### src/design/murmur64a_stream_hash_top_assert.svh
// ----------------------------------------------------------------------------
// murmur64a_stream_hash_top_assert.svh
// Assertion macros shared by the hash block; empty under synthesis.
// ----------------------------------------------------------------------------
`ifndef MURMUR64A_STREAM_HASH_TOP_ASSERT_SVH
`define MURMUR64A_STREAM_HASH_TOP_ASSERT_SVH
`ifndef SYNTHESIS
// property must hold at every clock edge out of reset
`define MMH_ASSERT(lbl, prop, msg) \
  lbl: assert property (@(posedge clk_i) disable iff (!rst_ni) prop) else $error(msg);
// condition must never be true out of reset
`define MMH_NEVER(lbl, cond, msg) \
  lbl: assert property (@(posedge clk_i) disable iff (!rst_ni) !(cond)) else $error(msg);
`else
`define MMH_ASSERT(lbl, prop, msg)
`define MMH_NEVER(lbl, cond, msg)
`endif
`endif

### src/design/mmh64_pkg.sv
// ----------------------------------------------------------------------------
// mmh64_pkg
// Constants and command types for the 64-bit murmur stream hasher.
// ----------------------------------------------------------------------------
package mmh64_pkg;

  localparam logic [63:0] FMIX_C1    = 64'hff51afd7ed558ccd;
  localparam logic [63:0] FMIX_C2    = 64'hc4ceb9fe1a85ec53;
  localparam logic [63:0] MIX_M      = 64'hc6a4a7935bd1e995;
  localparam logic [63:0] SEED_RESET = 64'h00000000e17a1465;
  localparam int unsigned FMIX_S     = 33;
  localparam int unsigned MIX_R      = 47;

  // one classified item, front to back
  typedef struct packed {
    logic        is_fixed;  // fixed-value finalizer, else string chunk
    logic        first;     // start a new string
    logic        last;      // finalize and emit
    logic        full;      // eight bytes (count saturated)
    logic        empty;     // zero bytes
    logic [63:0] word;      // value, or chunk with unused bytes cleared
    logic [63:0] total;
    logic [63:0] prior;
  } cmd_t;

  typedef struct packed {
    logic busy;          // back end working on a command
    logic emit_pending;  // result waiting for the output register
  } back_stat_t;

endpackage

### src/design/mmh64_fifo.sv
// ----------------------------------------------------------------------------
// mmh64_fifo
// Small command queue between the front and back ends.
// ----------------------------------------------------------------------------
module mmh64_fifo #(
  parameter int unsigned Depth = 2
) (
  input  logic             clk_i,
  input  logic             rst_ni,
  input  logic             push_i,
  input  mmh64_pkg::cmd_t  data_i,
  output logic             full_o,
  input  logic             pop_i,
  output logic             valid_o,
  output mmh64_pkg::cmd_t  data_o
);
  import mmh64_pkg::*;

  localparam int unsigned PtrW = (Depth > 1) ? $clog2(Depth) : 1;
  localparam int unsigned CntW = $clog2(Depth + 1);
  localparam logic [PtrW-1:0] PtrLast = PtrW'(Depth - 1);
  localparam logic [CntW-1:0] CntFull = CntW'(Depth);

  cmd_t            mem_q [Depth];
  logic [PtrW-1:0] wr_ptr_q, rd_ptr_q;
  logic [CntW-1:0] cnt_q;

  assign full_o  = (cnt_q == CntFull);
  assign valid_o = (cnt_q != '0);
  assign data_o  = mem_q[rd_ptr_q];

  always_ff @(posedge clk_i or negedge rst_ni) begin
    if (!rst_ni) begin
      wr_ptr_q <= '0;
      rd_ptr_q <= '0;
      cnt_q    <= '0;
    end else begin
      if (push_i) begin
        wr_ptr_q <= (wr_ptr_q == PtrLast) ? '0 : wr_ptr_q + 1'b1;
      end
      if (pop_i) begin
        rd_ptr_q <= (rd_ptr_q == PtrLast) ? '0 : rd_ptr_q + 1'b1;
      end
      if (push_i && !pop_i) begin
        cnt_q <= cnt_q + 1'b1;
      end else if (pop_i && !push_i) begin
        cnt_q <= cnt_q - 1'b1;
      end
    end
  end

  always_ff @(posedge clk_i) begin
    if (push_i) begin
      mem_q[wr_ptr_q] <= data_i;
    end
  end

endmodule

### config.mk
export PLATFORM = sky130hd
export DESIGN_NAME = mmh64_fifo
export DESIGN_NICKNAME = d
export VERILOG_FILES = /design/src/design/murmur64a_stream_hash_top_assert.svh /design/src/design/mmh64_pkg.sv /design/src/design/mmh64_fifo.sv
export SDC_FILE = /design/constraint.sdc
export NUM_CORES = 1
export LEC_CHECK = 0
export BUFFER_PORTS_ARGS = -buffer_cell sky130_fd_sc_hd__clkbuf_2
export CORE_MARGIN = 8
export CORE_UTILIZATION = 55
export CTS_CLUSTER_DIAMETER = 200
export DETAILED_ROUTE_END_ITERATION = 16
export PLACE_DENSITY = 0.8
export SLEW_MARGIN = 10
export SYNTH_ARGS = -nofsm -noshare
export SYNTH_HDL_FRONTEND = slang
export SYNTH_SLANG_ARGS = --single-unit
### constraint.sdc
create_clock -name clk_i -period 20.8 [get_ports clk_i]
set_input_delay 4.16 -clock clk_i [delete_from_list [all_inputs] [get_ports clk_i]]
set_output_delay 4.16 -clock clk_i [all_outputs]
set_load 0.02 [all_outputs]
* After elaboration in Yosys (flattened, before gate mapping)
Memory sizes are Yosys's and may differ from the RTL's.
Index checks and enable logic that the tools add are counted.
** Operators by class
- $add $sub $neg :: 4
- Eq/ne operators :: 1
- Multiplexer cells :: 6
- Reductions and logical operators :: 6
** Operators by type and width (count)
- $mux 1 :: 4
- $mux 2 :: 2
- $reduce_bool 2->1 :: 2
- $add 1x1->1 const B :: 2
- $add 2x1->2 const B :: 1
- $eq 2x2->1 const B :: 1
- $logic_and 1x1->1 :: 2
- $logic_not 1->1 :: 2
- $sub 2x1->2 const B :: 1
** Storage, ports and cells
- Flip-flop bits (word level) :: 4
- RAM bits :: 394
- Input port bits :: 201
- Logic and storage cells :: 21
- Memories kept :: 1
** Memories
- mem_q :: words 2, width 197, read ports 1, clocked after memory_dff 0, wr ports 1, RTL line mmh64_fifo.sv:24 : cmd_t mem_q [Depth];

* Longest topological paths before layout
- Depth after elaboration :: 4
- Gate-level depth with buffers :: 5
- Depth with buffers taken out :: 5

* Worst setup path before layout
OpenSTA, ideal clock, no wires.
- Path type :: input to register
- Start :: in push_i
- End :: mem mem_q[0][0] in the netlist's numbering, enable pin
- Library setup time :: 781 ps
- Arrival :: 12655 ps
- Required time :: 20019 ps
- Path slack :: 7364 ps
- Cell stages on the path :: 1
- Cells stage by stage :: nor2b_1
** Between the ends
- Word-level cells in the longest chain between the ends :: 2
** Ends and longest elaborated chain
- from (decl) :: RTL line mmh64_fifo.sv:10 : input logic push_i,
- $mux 1 :: RTL line mmh64_fifo.sv:53 : if (push_i) begin
- $mux 1 (implied by the code) :: RTL line mmh64_fifo.sv:54 : mem_q[wr_ptr_q] <= data_i;
- to (decl) :: RTL line mmh64_fifo.sv:24
Every way passes these cells.

==> results.md <==
- Run status: finished, final reports clean
- Count of boundary I/O pins: 400
- Largest net degree at the start of global routing: 80
- DR pass1 iterations: 4
- Total power density per cell area: 146 mW/mm2
- Post-Synthesis Cell Area: 0.0148 mm2
- Most frequent cells in the layout: sky130_fd_sc_hd__clkbuf_2, sky130_fd_sc_hd__edfxtp_1, sky130_fd_sc_hd__mux2_4, sky130_fd_sc_hd__mux2_2, sky130_fd_sc_hd__clkbuf_16
- Classification of the worst setup path: flop to output pin
- WP data required: 16.64 ns
- Later-pin clock latency in the skew report: 0.51 ns
- Number of DRC violations after detailed-routing iteration 0: 581
- Max Slew Vio Count: 0
- Total via count in the routed design: 7373
- Die ar.: 0.0325 mm2
- Post-route clock period utilization: 0.362
- TritonCTS clock tree: done
- Share of the yosys chip area belonging to registers: 0.805
- Multi-input gate area: 0.00269 mm2
- Largest fanout of any net on the critical path: 59
- Seq. cell area: 0.0119 mm2
- Final global-route overflow total: 0
- Fmax: 0.133 GHz
- Worst Clk Skew: 0.0174 ns
- Buffer levels on the longest clock path: 3
- CP Data Arrival Time: 3.36 ns
- Vertical extent of the die: 180 um
- Synth-to-layout area growth: 24.3%
- Final-stage net count: 1257
- Global-route wire length before repair: 46100 um
- Final weighted congestion of routability-driven global placement: 0.750
- Total number of clock tree sinks: 398
- Max Cap Violations: 0
- Type of the worst min-delay path: flop to flop
- Most frequent standard cell in the layout excluding fill and tap cells: sky130_fd_sc_hd__clkbuf_2
- Cell Count, Final, Fillers Out: 1426
- Post-DP HPWL: 22100 um
- Clock root buffer master: sky130_fd_sc_hd__clkbuf_16
- Input/output buffers: 399
- Flip-flop and latch count after synthesis: 398
- Syn. warnings: 0
- Initial standard-cell utilization of the core: 0.555
- Mean Syn Cell Area: 23.6 um2
- Clock transition at the register clock pins on the worst setup and hold paths after CTS: 0.06 ns
- Final wirelength: 31300 um
- Proportion of layout cells with a drive suffix above 1: 0.612
- Post-CTS Hold Fix Bufs: 0
- Number of global-route vias before repair: 8044
- Final setup TNS: 0 ns
- Filler instances: 1701
- Worst reg2reg setup slack: 18.33 ns
- Post-synthesis net count: 831
- Number of nets still failing antenna checks after routing: 0
- Number of placed instances with taps included: 1355
- Setup violators final: 0
- Routed wire per std cell: 22.0 um
- Initial antenna violation count: 2
- Max_slew headroom: 0.267
- Aggregate global-route resource usage: 0.185
- Tmin final: 7.52 ns
- Cell variety after synth: 14
- Static Leak: 7.33 nW
- Syn Inst Count: 629
- Number of rows in the core area: 60
- Setup Fix Bufs, Post-CTS: 0
- Peak ir drop on the vdd network: 0.0973 mV
- Number of levels in the clock H-tree: 2
- Core area: 0.0267 mm2
- PostCTS Resize Cnt: 0
- Chip width: 180 um
- Sort of element at the start of the critical path: flop
- Unrepaired setup endpoints after global routing: false
- Worst Max-Slew Pin Slew: 1.10 ns
- Setup crit end kind: output pin
- Number of hold violations in the final report: 0
- Total DRC errors in the routed layout: 0
- Number of vias per cell: 5.17
- CTS buffer count: 39
==> final timing paths <==
path	start	end	cells past startpoint
max in group asynchronous	rst_ni	rd_ptr_q	1
worst min register to register	cnt_q[1]	cnt_q[1]	1
min in group asynchronous	rst_ni	cnt_q[0]	1
worst max register to register	wr_ptr_q	mem_q[1][121]	2
worst max-delay path	rd_ptr_q	data_o[165]	4
worst min-delay path	cnt_q[1]	cnt_q[1]	1
==> stage by stage <==
stage	cell area (um2)	worst slack, ns	total power, mW	hold slack (ns)	utilization
2_1_floorplan	14800	7.36	1.80	0.447	-
3_3_place_gp	17100	13.83	2.00	0.475	0.640
3_5_place_dp	17100	13.79	2.02	0.481	0.640
4_1_cts	18400	13.24	2.73	0.497	0.689
5_1_grt	18400	13.13	2.80	0.512	0.689
6_report	18400	13.28	2.70	0.487	0.689
==> cells in the mapped netlist <==
library cell | n | area, um2
sky130_fd_sc_hd__and2_1 | 1 | 6.26
sky130_fd_sc_hd__buf_2 | 7 | 35.0
sky130_fd_sc_hd__buf_6 | 15 | 169
sky130_fd_sc_hd__dfrtp_1 | 4 | 100
sky130_fd_sc_hd__edfxtp_1 | 394 | 11800
sky130_fd_sc_hd__ha_1 | 1 | 12.5
sky130_fd_sc_hd__inv_1 | 1 | 3.75
sky130_fd_sc_hd__mux2_2 | 96 | 1080
sky130_fd_sc_hd__mux2_4 | 101 | 1520
sky130_fd_sc_hd__nor2_1 | 1 | 3.75
sky130_fd_sc_hd__nor2b_1 | 2 | 12.5
sky130_fd_sc_hd__or2_2 | 1 | 6.26
sky130_fd_sc_hd__xnor2_1 | 1 | 8.76
sky130_fd_sc_hd__xor2_1 | 4 | 35.0
==> power breakdown <==
part           leakage [nW]  total, mW  internal (mW)  switching (mW)
combinational          2.96      0.880          0.357           0.523
clock                 0.633      0.704          0.432           0.272
sequential             3.74       1.11           1.07          0.0455
==> cell families after synthesis <==
| family | count (synthesis) | synth area share |
|---|---|---|
| simple gates | 5 | 0.00194 |
| buf+inv | 23 | 0.0140 |
| xor+xnor | 5 | 0.00295 |
| fa+ha+maj | 1 | 0.000844 |
| flops | 398 | 0.805 |
| mux | 197 | 0.175 |
==> state kept, by name, summed over array words and instances, names as in the netlist <==
register	flops
mem_q	394
cnt_q	2
rd_ptr_q	1
wr_ptr_q	1
==> metal layers <==
metal | share of wire | track usage | routed length (um) | vias up
met1 | 0.38 | 0.212 | 11800 | 3577
li1 | - | - | - | 3371
met2 | 0.49 | 0.312 | 15400 | 367
met3 | 0.10 | 0.0734 | 3220 | 56
met4 | 0.031 | 0.0681 | 965 | 2
met5 | 0.00029 | 0 | 9 | -
==> critical path, cell delays in order, from the launching register on <==
cell and delay (ns):
sky130_fd_sc_hd__dfrtp_4 0.62, sky130_fd_sc_hd__buf_4 0.84, sky130_fd_sc_hd__buf_4 0.74, sky130_fd_sc_hd__mux2_2 0.42
sky130_fd_sc_hd__clkbuf_2 0.16
==> cell type report <==
cell class	count	share of cell area
antenna	3	0.000408
clock buffer	47	0.0569
clock inverter	21	0.0135
inverter	1	0.000204
multi-input combinational	208	0.146
sequential	398	0.648
tap	341	0.0232
timing repair buffer	407	0.112
(Power assumes the default switching activity.)
