**src/design/murmur64a_stream_hash_top_assert.svh**
```systemverilog
// ----------------------------------------------------------------------------
// murmur64a_stream_hash_top_assert.svh
// Assertion macros shared by the hash block; empty under synthesis.
// ----------------------------------------------------------------------------
`ifndef MURMUR64A_STREAM_HASH_TOP_ASSERT_SVH
`define MURMUR64A_STREAM_HASH_TOP_ASSERT_SVH
`ifndef SYNTHESIS
// property must hold at every clock edge out of reset
`define MMH_ASSERT(lbl, prop, msg) \
  lbl: assert property (@(posedge clk_i) disable iff (!rst_ni) prop) else $error(msg);
// condition must never be true out of reset
`define MMH_NEVER(lbl, cond, msg) \
  lbl: assert property (@(posedge clk_i) disable iff (!rst_ni) !(cond)) else $error(msg);
`else
`define MMH_ASSERT(lbl, prop, msg)
`define MMH_NEVER(lbl, cond, msg)
`endif
`endif

```
**src/design/mmh64_pkg.sv**
```systemverilog
// ----------------------------------------------------------------------------
// mmh64_pkg
// Constants and command types for the 64-bit murmur stream hasher.
// ----------------------------------------------------------------------------
package mmh64_pkg;

  localparam logic [63:0] FMIX_C1    = 64'hff51afd7ed558ccd;
  localparam logic [63:0] FMIX_C2    = 64'hc4ceb9fe1a85ec53;
  localparam logic [63:0] MIX_M      = 64'hc6a4a7935bd1e995;
  localparam logic [63:0] SEED_RESET = 64'h00000000e17a1465;
  localparam int unsigned FMIX_S     = 33;
  localparam int unsigned MIX_R      = 47;

  // one classified item, front to back
  typedef struct packed {
    logic        is_fixed;  // fixed-value finalizer, else string chunk
    logic        first;     // start a new string
    logic        last;      // finalize and emit
    logic        full;      // eight bytes (count saturated)
    logic        empty;     // zero bytes
    logic [63:0] word;      // value, or chunk with unused bytes cleared
    logic [63:0] total;
    logic [63:0] prior;
  } cmd_t;

  typedef struct packed {
    logic busy;          // back end working on a command
    logic emit_pending;  // result waiting for the output register
  } back_stat_t;

endpackage

```
**src/design/mmh64_front.sv**
```systemverilog
// ----------------------------------------------------------------------------
// mmh64_front
// Accepts items, tracks the open string and classifies each item.
// ----------------------------------------------------------------------------
module mmh64_front (
  input  logic             clk_i,
  input  logic             rst_ni,
  input  logic             in_valid_i,
  output logic             in_stall_o,
  input  logic             action_i,
  input  logic [63:0]      value_word_i,
  input  logic [3:0]       chunk_bytes_i,
  input  logic             first_chunk_i,
  input  logic             last_chunk_i,
  input  logic [63:0]      total_length_i,
  input  logic [63:0]      prior_hash_i,
  input  logic             full_i,
  output logic             push_o,
  output mmh64_pkg::cmd_t  cmd_o
);
  import mmh64_pkg::*;

  logic        in_string_d, in_string_q;
  logic        accept, drop, full_chunk;
  logic [63:0] tail_mask;

  assign in_stall_o = full_i;
  assign accept     = in_valid_i && !in_stall_o;
  // a continuation chunk with no open string is swallowed here
  assign drop       = action_i && !first_chunk_i && !in_string_q;
  assign push_o     = accept && !drop;

  assign full_chunk = chunk_bytes_i[3];
  assign tail_mask  = (64'd1 << {chunk_bytes_i[2:0], 3'b000}) - 64'd1;

  always_comb begin
    cmd_o.is_fixed = !action_i;
    cmd_o.first    = first_chunk_i;
    cmd_o.last     = last_chunk_i;
    cmd_o.full     = full_chunk;
    cmd_o.empty    = (chunk_bytes_i == 4'd0);
    cmd_o.word     = (!action_i || full_chunk) ? value_word_i : (value_word_i & tail_mask);
    cmd_o.total    = total_length_i;
    cmd_o.prior    = prior_hash_i;
  end

  always_comb begin
    in_string_d = in_string_q;
    if (push_o && action_i) begin
      in_string_d = !last_chunk_i;
    end
  end

  always_ff @(posedge clk_i or negedge rst_ni) begin
    if (!rst_ni) begin
      in_string_q <= 1'b0;
    end else begin
      in_string_q <= in_string_d;
    end
  end

endmodule

```
**config.mk**
```make
export PLATFORM = sky130hd
export DESIGN_NAME = mmh64_front
export DESIGN_NICKNAME = d
export VERILOG_FILES = /design/src/design/murmur64a_stream_hash_top_assert.svh /design/src/design/mmh64_pkg.sv /design/src/design/mmh64_front.sv
export SDC_FILE = /design/constraint.sdc
export NUM_CORES = 1
export LEC_CHECK = 0
export BUFFER_PORTS_ARGS = -buffer_cell sky130_fd_sc_hd__buf_2
export CORE_AREA = 2 2 157 159
export DETAILED_ROUTE_END_ITERATION = 7
export DIE_AREA = 0 0 159 161
export GPL_ROUTABILITY_DRIVEN = 0
export GPL_TIMING_DRIVEN = 0
export SLEW_MARGIN = 25
export SYNTH_ARGS = -nofsm -noshare
export SYNTH_HDL_FRONTEND = slang
export SYNTH_SLANG_ARGS = --single-unit
```
**constraint.sdc**
```tcl
create_clock -name clk_i -period 2 [get_ports clk_i]
set_input_delay 0.2 -clock clk_i [delete_from_list [all_inputs] [get_ports clk_i]]
set_output_delay 0.2 -clock clk_i [all_outputs]
set_load 0.05 [all_outputs]
```
* Word-level counts from Yosys, hierarchy flattened
Index checks and enable logic that the tools add are counted.
Operators by class: mux-type cells 1, bitwise operators 1, add/sub/neg operators 1, reduce and logical (&&, ||, !) cells 13, shift operators 1
Operators with widths (count):
- $and 64x64->64 | 1
- $mux 64 | 1
- $shl 1x6->64 const A | 1
- $sub 64x1->64 const B | 1
- $logic_not 1->1 | 6
- $logic_and 1x1->1 | 5
- $logic_not 4->1 | 1
- $logic_or 1x1->1 | 1
Storage, ports and cells: bits in registers 1, input bits 203, output and inout port bits 199, logic and storage cells 18

* Logic depth before layout (Yosys ltp)
Gate-level depths: netlist (run 1).
depth after elaboration 6, depth in mapped cells 8, mapped depth without buffers 6

* Least setup slack after synthesis (run 1)
Ideal clock, no wire load.
path type input -> output, from input chunk_bytes_i[0], to output cmd_o[176] in the netlist's numbering, data required time 1800 ps, setup slack -650 ps, stages 7, data arrival time 2450 ps, path through buf_2 or3_4 ha_1 clkbuf_1 xnor2_1 nand3_1 a21boi_0
RTL lines:
- start: declaration | line mmh64_front.sv:12 | input logic [3:0] chunk_bytes_i,
- end: declaration | line mmh64_front.sv:19 | output mmh64_pkg::cmd_t cmd_o

==> run summary, run 1 <==
Flop-to-flop setup slack - 1.35 ns
Final Hold Viols - 0
Mapped Cells - 234
CP Cell Sequence - buf_2 > buf_4 > nor2_4 > nand2_1 > ha_4 > a21oi_4 > buf_4 > nor2b_1 > buf_2
Final period util - 0.954
Antenna Nets Post-Route - 0
Fill count - 2738
RR Endpoint - in_string_q
Final setup vio count - 0
Max-slew violation count - 0
Switching share of power - 0.694
Slew @ Worst Pin - 0.645 ns
DR vias - 2335
Final min period - 1.91 ns
CP endpoint kind - primary output
Clk pwr share - 0
Iter 0 DRT Violations - 40
Area of the multi-input gates - 668 µm²
Register area share after synthesis - 0.0151
Post-synthesis simple-gate area fraction - 0.289
Synth Area in XOR/XNOR - 0.0159
Seq. cell area - 25.0 µm²
Worst Reg2Reg Path Length in Cells - 2
Min-Delay Startpoint - last_chunk_i
FF+latch count, synth - 1
First-pass GRT wire length - 12.6 mm
Nets@finish - 714
Largest family of logic cells by synthesized area - buffers and inverters
Die ar. - 25600 µm²
Max reg flops - 1
All-layer global routing usage - 0.0640
Setup ws final - 0.0923 ns
Top Ports - 402
Antenna violations before repair - 1
Crit path kind - primary input to primary output
Power per cell area - 427 nW/µm²
Final Non-Filler Cells - 832
Total power draw - 1510 µW
Regs by FF count - in_string_q (1)
Crit-path max cell delay - 0.29 ns
Synthesized area per cell - 7.07 µm²
Routed WL - 9.48 mm
Leakage - 0.00202 µW
Worst EP arrival - 1.71 ns
Endpoint of the worst hold path - in_string_q
I/O Buffers - 271
Most frequent cells in the layout - buf_2, buf_4, and2_1
Placed cells - 829
Vias in the first global route - 2159
Worst hold stages - 2
Status - finished clean
Crit start category - primary input
Core Rows - 57
DRT Pass-1 Iters - 4
Clk_lat worst skew - 0 ns
RSZ-0062 raised after global routing - false
Largest net degree at the start of global routing - 11
Hpwl dp - 8.23 mm
Residual DRC count - 0
Synthesized-area fraction occupied by adder cells - 0.00756
Setup TNS - 0 ns
FF-to-FF Start - in_string_q
Min-delay worst type - primary input to register
Via density per instance - 2.81
Mux contribution to synthesized area - 0
Synth warn - 0
Starting density of the core - 0.0691
Total gr overflow - 0
Placeable core area - 24000 µm²
Clock Skews - 0 ns
Antenna cells - 0
Post-synth cell types - 26
Reg clk slew, reported paths - 0 ns
Synthesized area - 1660 µm²
Max frequency - 524 MHz
Part of the power in combinational logic - 0.982
Slowest-stage cell, CP - buf_2
Sequential Power Share - 0.018
Share of layout cells above drive strength 1 - 0.835
Int Pwr - 461 µW
Syn nets - 438
Max VDD drop - 0.139 mV
Die width - 159 µm
Setup WS pre-CTS - -0.644 ns
Post-route cell area - 3520 µm²
Compound-cell area share of the yosys netlist - 0.0537
Largest register by flop count - in_string_q
Max cap viols - 0
Required time of the worst setup path - 1.80 ns
Avg WL per Cell - 11.4 µm
Die Y - 161 µm
Max_slew headroom - 0.570
Synthesis-to-layout area growth - 113%
Placed Area - 3430 µm²
Most common cell after layout, fill and taps aside - buf_2
Critical Path Fanout Max - 10
Sw Pwr - 1040 µW
worst max-delay path by stage:
stage / from / to / slack, ns / depth (start not counted)
5_1_grt: chunk_bytes_i[1] / cmd_o[187] / 0.02 / 9
3_3_place_gp: chunk_bytes_i[0] / cmd_o[175] / -0.59 / 7
2_1_floorplan: chunk_bytes_i[0] / cmd_o[176] / -0.28 / 7
4_1_cts: chunk_bytes_i[1] / cmd_o[160] / 0.02 / 9
6_report: chunk_bytes_i[1] / cmd_o[187] / 0.09 / 9
3_5_place_dp: chunk_bytes_i[0] / cmd_o[174] / -0.64 / 7
what timing repair did:
item | CTS | global route
buffers inserted | 3 | 0
hold endpoints to repair | 1 | 0
hold buffers | 1 | 0
endpoints found under the setup margin | 38 | 24
cloned | 0 | 0
pin swaps | 3 | 0
resized for setup | 10 | 6
worst max-delay path, delay by kind of cell:
kind | cells | cell delay [ns]
and+or+nand+nor | 3 | 0.32
buffers and inverters | 4 | 0.83
adders and majority gates | 1 | 0.26
AOI/OAI and AO/OA | 1 | 0.08
area by class of cell:
class / count / share of cell area
timing repair buffer: 275 / 0.397
sequential: 1 / 0.00710
inverter: 2 / 0.00213
multi-input combinational: 95 / 0.190
buffer: 135 / 0.289
tap: 324 / 0.115
cell usage after synthesis, drive strengths merged:
master,count,area (µm²)
buf,135,1010
and2,30,188
nor2b,30,188
nand2,6,22.5
a21boi,5,37.5
a21oi,4,23.8
nor2,3,11.3
xnor2,3,26.3
inv,2,7.51
nand3,2,10.0
nor3b,2,20.0
o21ai,2,10.0
and3b,1,8.76
clkbuf,1,3.75
dfrtp,1,25.0
ha,1,12.5
nand2b,1,6.26
nor3,1,5.00
o21a,1,7.51
o311a,1,10.0
or2,1,8.76
or3,1,11.3
power by group through the flow:
stage / logic (µW) / registers [µW] / clock network (µW)
finish: 1480 / 26.8 / 0
floorplan: 1150 / 26.1 / 0
global placement: 1460 / 26.7 / 0
global route: 1540 / 27.6 / 0
detailed placement: 1470 / 26.6 / 0
CTS: 1490 / 26.7 / 0
per-layer routing:
metal,vias to the layer above,track usage,routed length (µm)
li1,1136,-,-
met1,969,0.0735,3390
met2,226,0.131,5060
met3,2,0.0100,1020
met4,2,0,0
met5,-,0,13
cell families after synthesis:
logic type | after synthesis
XOR/XNOR | 3
AO/OA/AOI/OAI | 13
flip-flops | 1
AND/OR/NAND/NOR | 78
buffers and inverters | 138
adder cells (fa/ha/maj) | 1
through the flow:
stage,hold WS [ns],utilization
after floorplan,-0.0956,-
after global placement,-0.0257,0.143
after detailed placement,-0.0233,0.143
after CTS,0.396,0.146
after global routing,0.404,0.147
final,0.394,0.147
Power figures use the tool's default switching activity.
==> inputs of run 2 (changes only) <==
Settings changed: RECOVER_POWER set to 25.
==> run 2 against run 1 <==
Compared with the run above: largest power group unchanged; clock skew stayed put; critical path type unchanged; first-iteration DRC count up 7.5%; wire length grew 0.30%.
==> run summary, run 2 (synthesis results as in run 1) <==
Clock Skews - 0 ns (unchanged)
Most common cell after layout, fill and taps aside - buf_2
Largest net degree at the start of global routing - 11 (unchanged)
All-layer global routing usage - 0.0640 (unchanged)
Hpwl dp - 8.23 mm (unchanged)
FF-to-FF Start - in_string_q
Area of the multi-input gates - 668 µm² (unchanged)
I/O Buffers - 271 (unchanged)
Clk pwr share - 0 (unchanged)
Die Y - 161 µm (unchanged)
First-pass GRT wire length - 12.6 mm (unchanged)
Worst EP arrival - 1.69 ns (-0.02 ns)
Sw Pwr - 1050 µW (+0.14%)
Fill count - 2769 (+1.1%)
Power per cell area - 431 nW/µm² (+0.83%)
Iter 0 DRT Violations - 43 (+7.5%)
Reg clk slew, reported paths - 0 ns (unchanged)
Vias in the first global route - 2159 (unchanged)
Die ar. - 25600 µm² (unchanged)
Post-route cell area - 3460 µm² (-1.7%)
Critical Path Source - chunk_bytes_i[1]
Min-delay worst type - primary input to register
Nets@finish - 714 (unchanged)
DRT Pass-1 Iters - 4 (unchanged)
Most frequent cells in the layout - buf_2, buf_4, clkbuf_1
Sequential Power Share - 0.018 (about the same)
Total power draw - 1490 µW (-0.93%)
Status - finished clean
Clk_lat worst skew - 0 ns (unchanged)
Residual DRC count - 0 (unchanged)
Crit path kind - primary input to primary output
Max frequency - 528 MHz (+0.70%)
Avg WL per Cell - 11.4 µm (+0.30%)
Die width - 159 µm (unchanged)
RSZ-0062 raised after global routing - false
Regs by FF count - in_string_q (1)
Required time of the worst setup path - 1.80 ns (about the same)
Max reg flops - 1 (unchanged)
Antenna violations before repair - 1 (unchanged)
Routed WL - 9.50 mm (+0.30%)
Antenna Nets Post-Route - 0 (unchanged)
Starting density of the core - 0.0691 (unchanged)
Core Rows - 57 (unchanged)
Max VDD drop - 0.139 mV (+0.62%)
Via density per instance - 2.81 (about the same)
Leakage - 0.00188 µW (-6.7%)
Top Ports - 402 (unchanged)
Final setup vio count - 0 (unchanged)
Worst Reg2Reg Path Length in Cells - 2 (unchanged)
Slew @ Worst Pin - 0.645 ns (-0.00000548 ns)
Max_slew headroom - 0.570 (about the same)
Final Util - 0.144 (-0.00256)
Placeable core area - 24000 µm² (unchanged)
Critical Path Fanout Max - 10 (unchanged)
Min-Delay Startpoint - last_chunk_i
Crit start category - primary input
Seq. cell area - 25.0 µm² (unchanged)
Final min period - 1.89 ns (-0.0133 ns)
Largest register by flop count - in_string_q
Hold slack - 0.394 ns (unchanged)
Critical path endpoint - cmd_o[187]
Final period util - 0.947 (-0.00663)
Max-slew violation count - 0 (unchanged)
Total gr overflow - 0 (unchanged)
Placed Area - 3430 µm² (unchanged)
Max cap viols - 0 (unchanged)
Final Hold Viols - 0 (unchanged)
Part of the power in combinational logic - 0.982 (about the same)
CP endpoint kind - primary output
Flop-to-flop setup slack - 1.35 ns (about the same)
DR vias - 2337 (+0.086%)
Antenna cells - 0 (unchanged)
RR Endpoint - in_string_q
Int Pwr - 446 µW (-3.3%)
Share of layout cells above drive strength 1 - 0.738 (-0.0965)
Switching share of power - 0.701 (+0.00747)
Setup ws final - 0.106 ns (+0.0133 ns)
Setup WS pre-CTS - -0.644 ns (unchanged)
Synthesis-to-layout area growth - 109%
[run 2: final cells by class]
cell class | instances | share of cell area
buffer | 135 | 0.294
inverter | 2 | 0.00217
multi-input combinational | 95 | 0.193
sequential | 1 | 0.00723
tap | 324 | 0.117
timing repair buffer | 275 | 0.387
[run 2: critical path: stages]
cell and delay (ns):
buf_2 0.09, buf_4 0.25, nor2_4 0.07, nand2_1 0.12
ha_4 0.26, a21oi_4 0.08, buf_4 0.19, nor2b_1 0.13
buf_2 0.29
[run 2: what timing repair did]
item,CTS,global route
hold buffers,1,0
setup endpoints to repair,38,24
gates resized for setup,10,6
setup buffers,3,0
hold endpoints to repair,1,0
pin swaps,3,0
[run 2: power by group through the flow]
stage	Clock, µW	Combinational, µW	Sequential (µW)
5_1_grt	0	1530	27.6
3_5_place_dp	0	1470	26.6
4_1_cts	0	1490	26.7
6_report	0	1460	26.8
2_1_floorplan	0	1150	26.1
3_3_place_gp	0	1460	26.7
[run 2: per-stage QoR]
step	TNS [ns]	std cells
after floorplan	-0.550	234
after global placement	-13.31	829
after detailed placement	-14.07	829
after CTS	0	832
after global routing	0	832
final	0	832
[run 2: worst min-delay path by stage]
stage                        endpoint  cells after the start
final                     in_string_q                      2
after global routing      in_string_q                      2
after CTS                 in_string_q                      2
after detailed placement  in_string_q                      1
after global placement    in_string_q                      1
after floorplan           in_string_q                      0
[run 2: per-layer routing]
layer / up-vias / wire length [µm] / global-route usage
met5: - / 13 / 0
met4: 2 / 0 / 0
met1: 971 / 3420 / 0.0735
li1: 1136 / - / -
met3: 2 / 1010 / 0.0100
met2: 226 / 5060 / 0.131
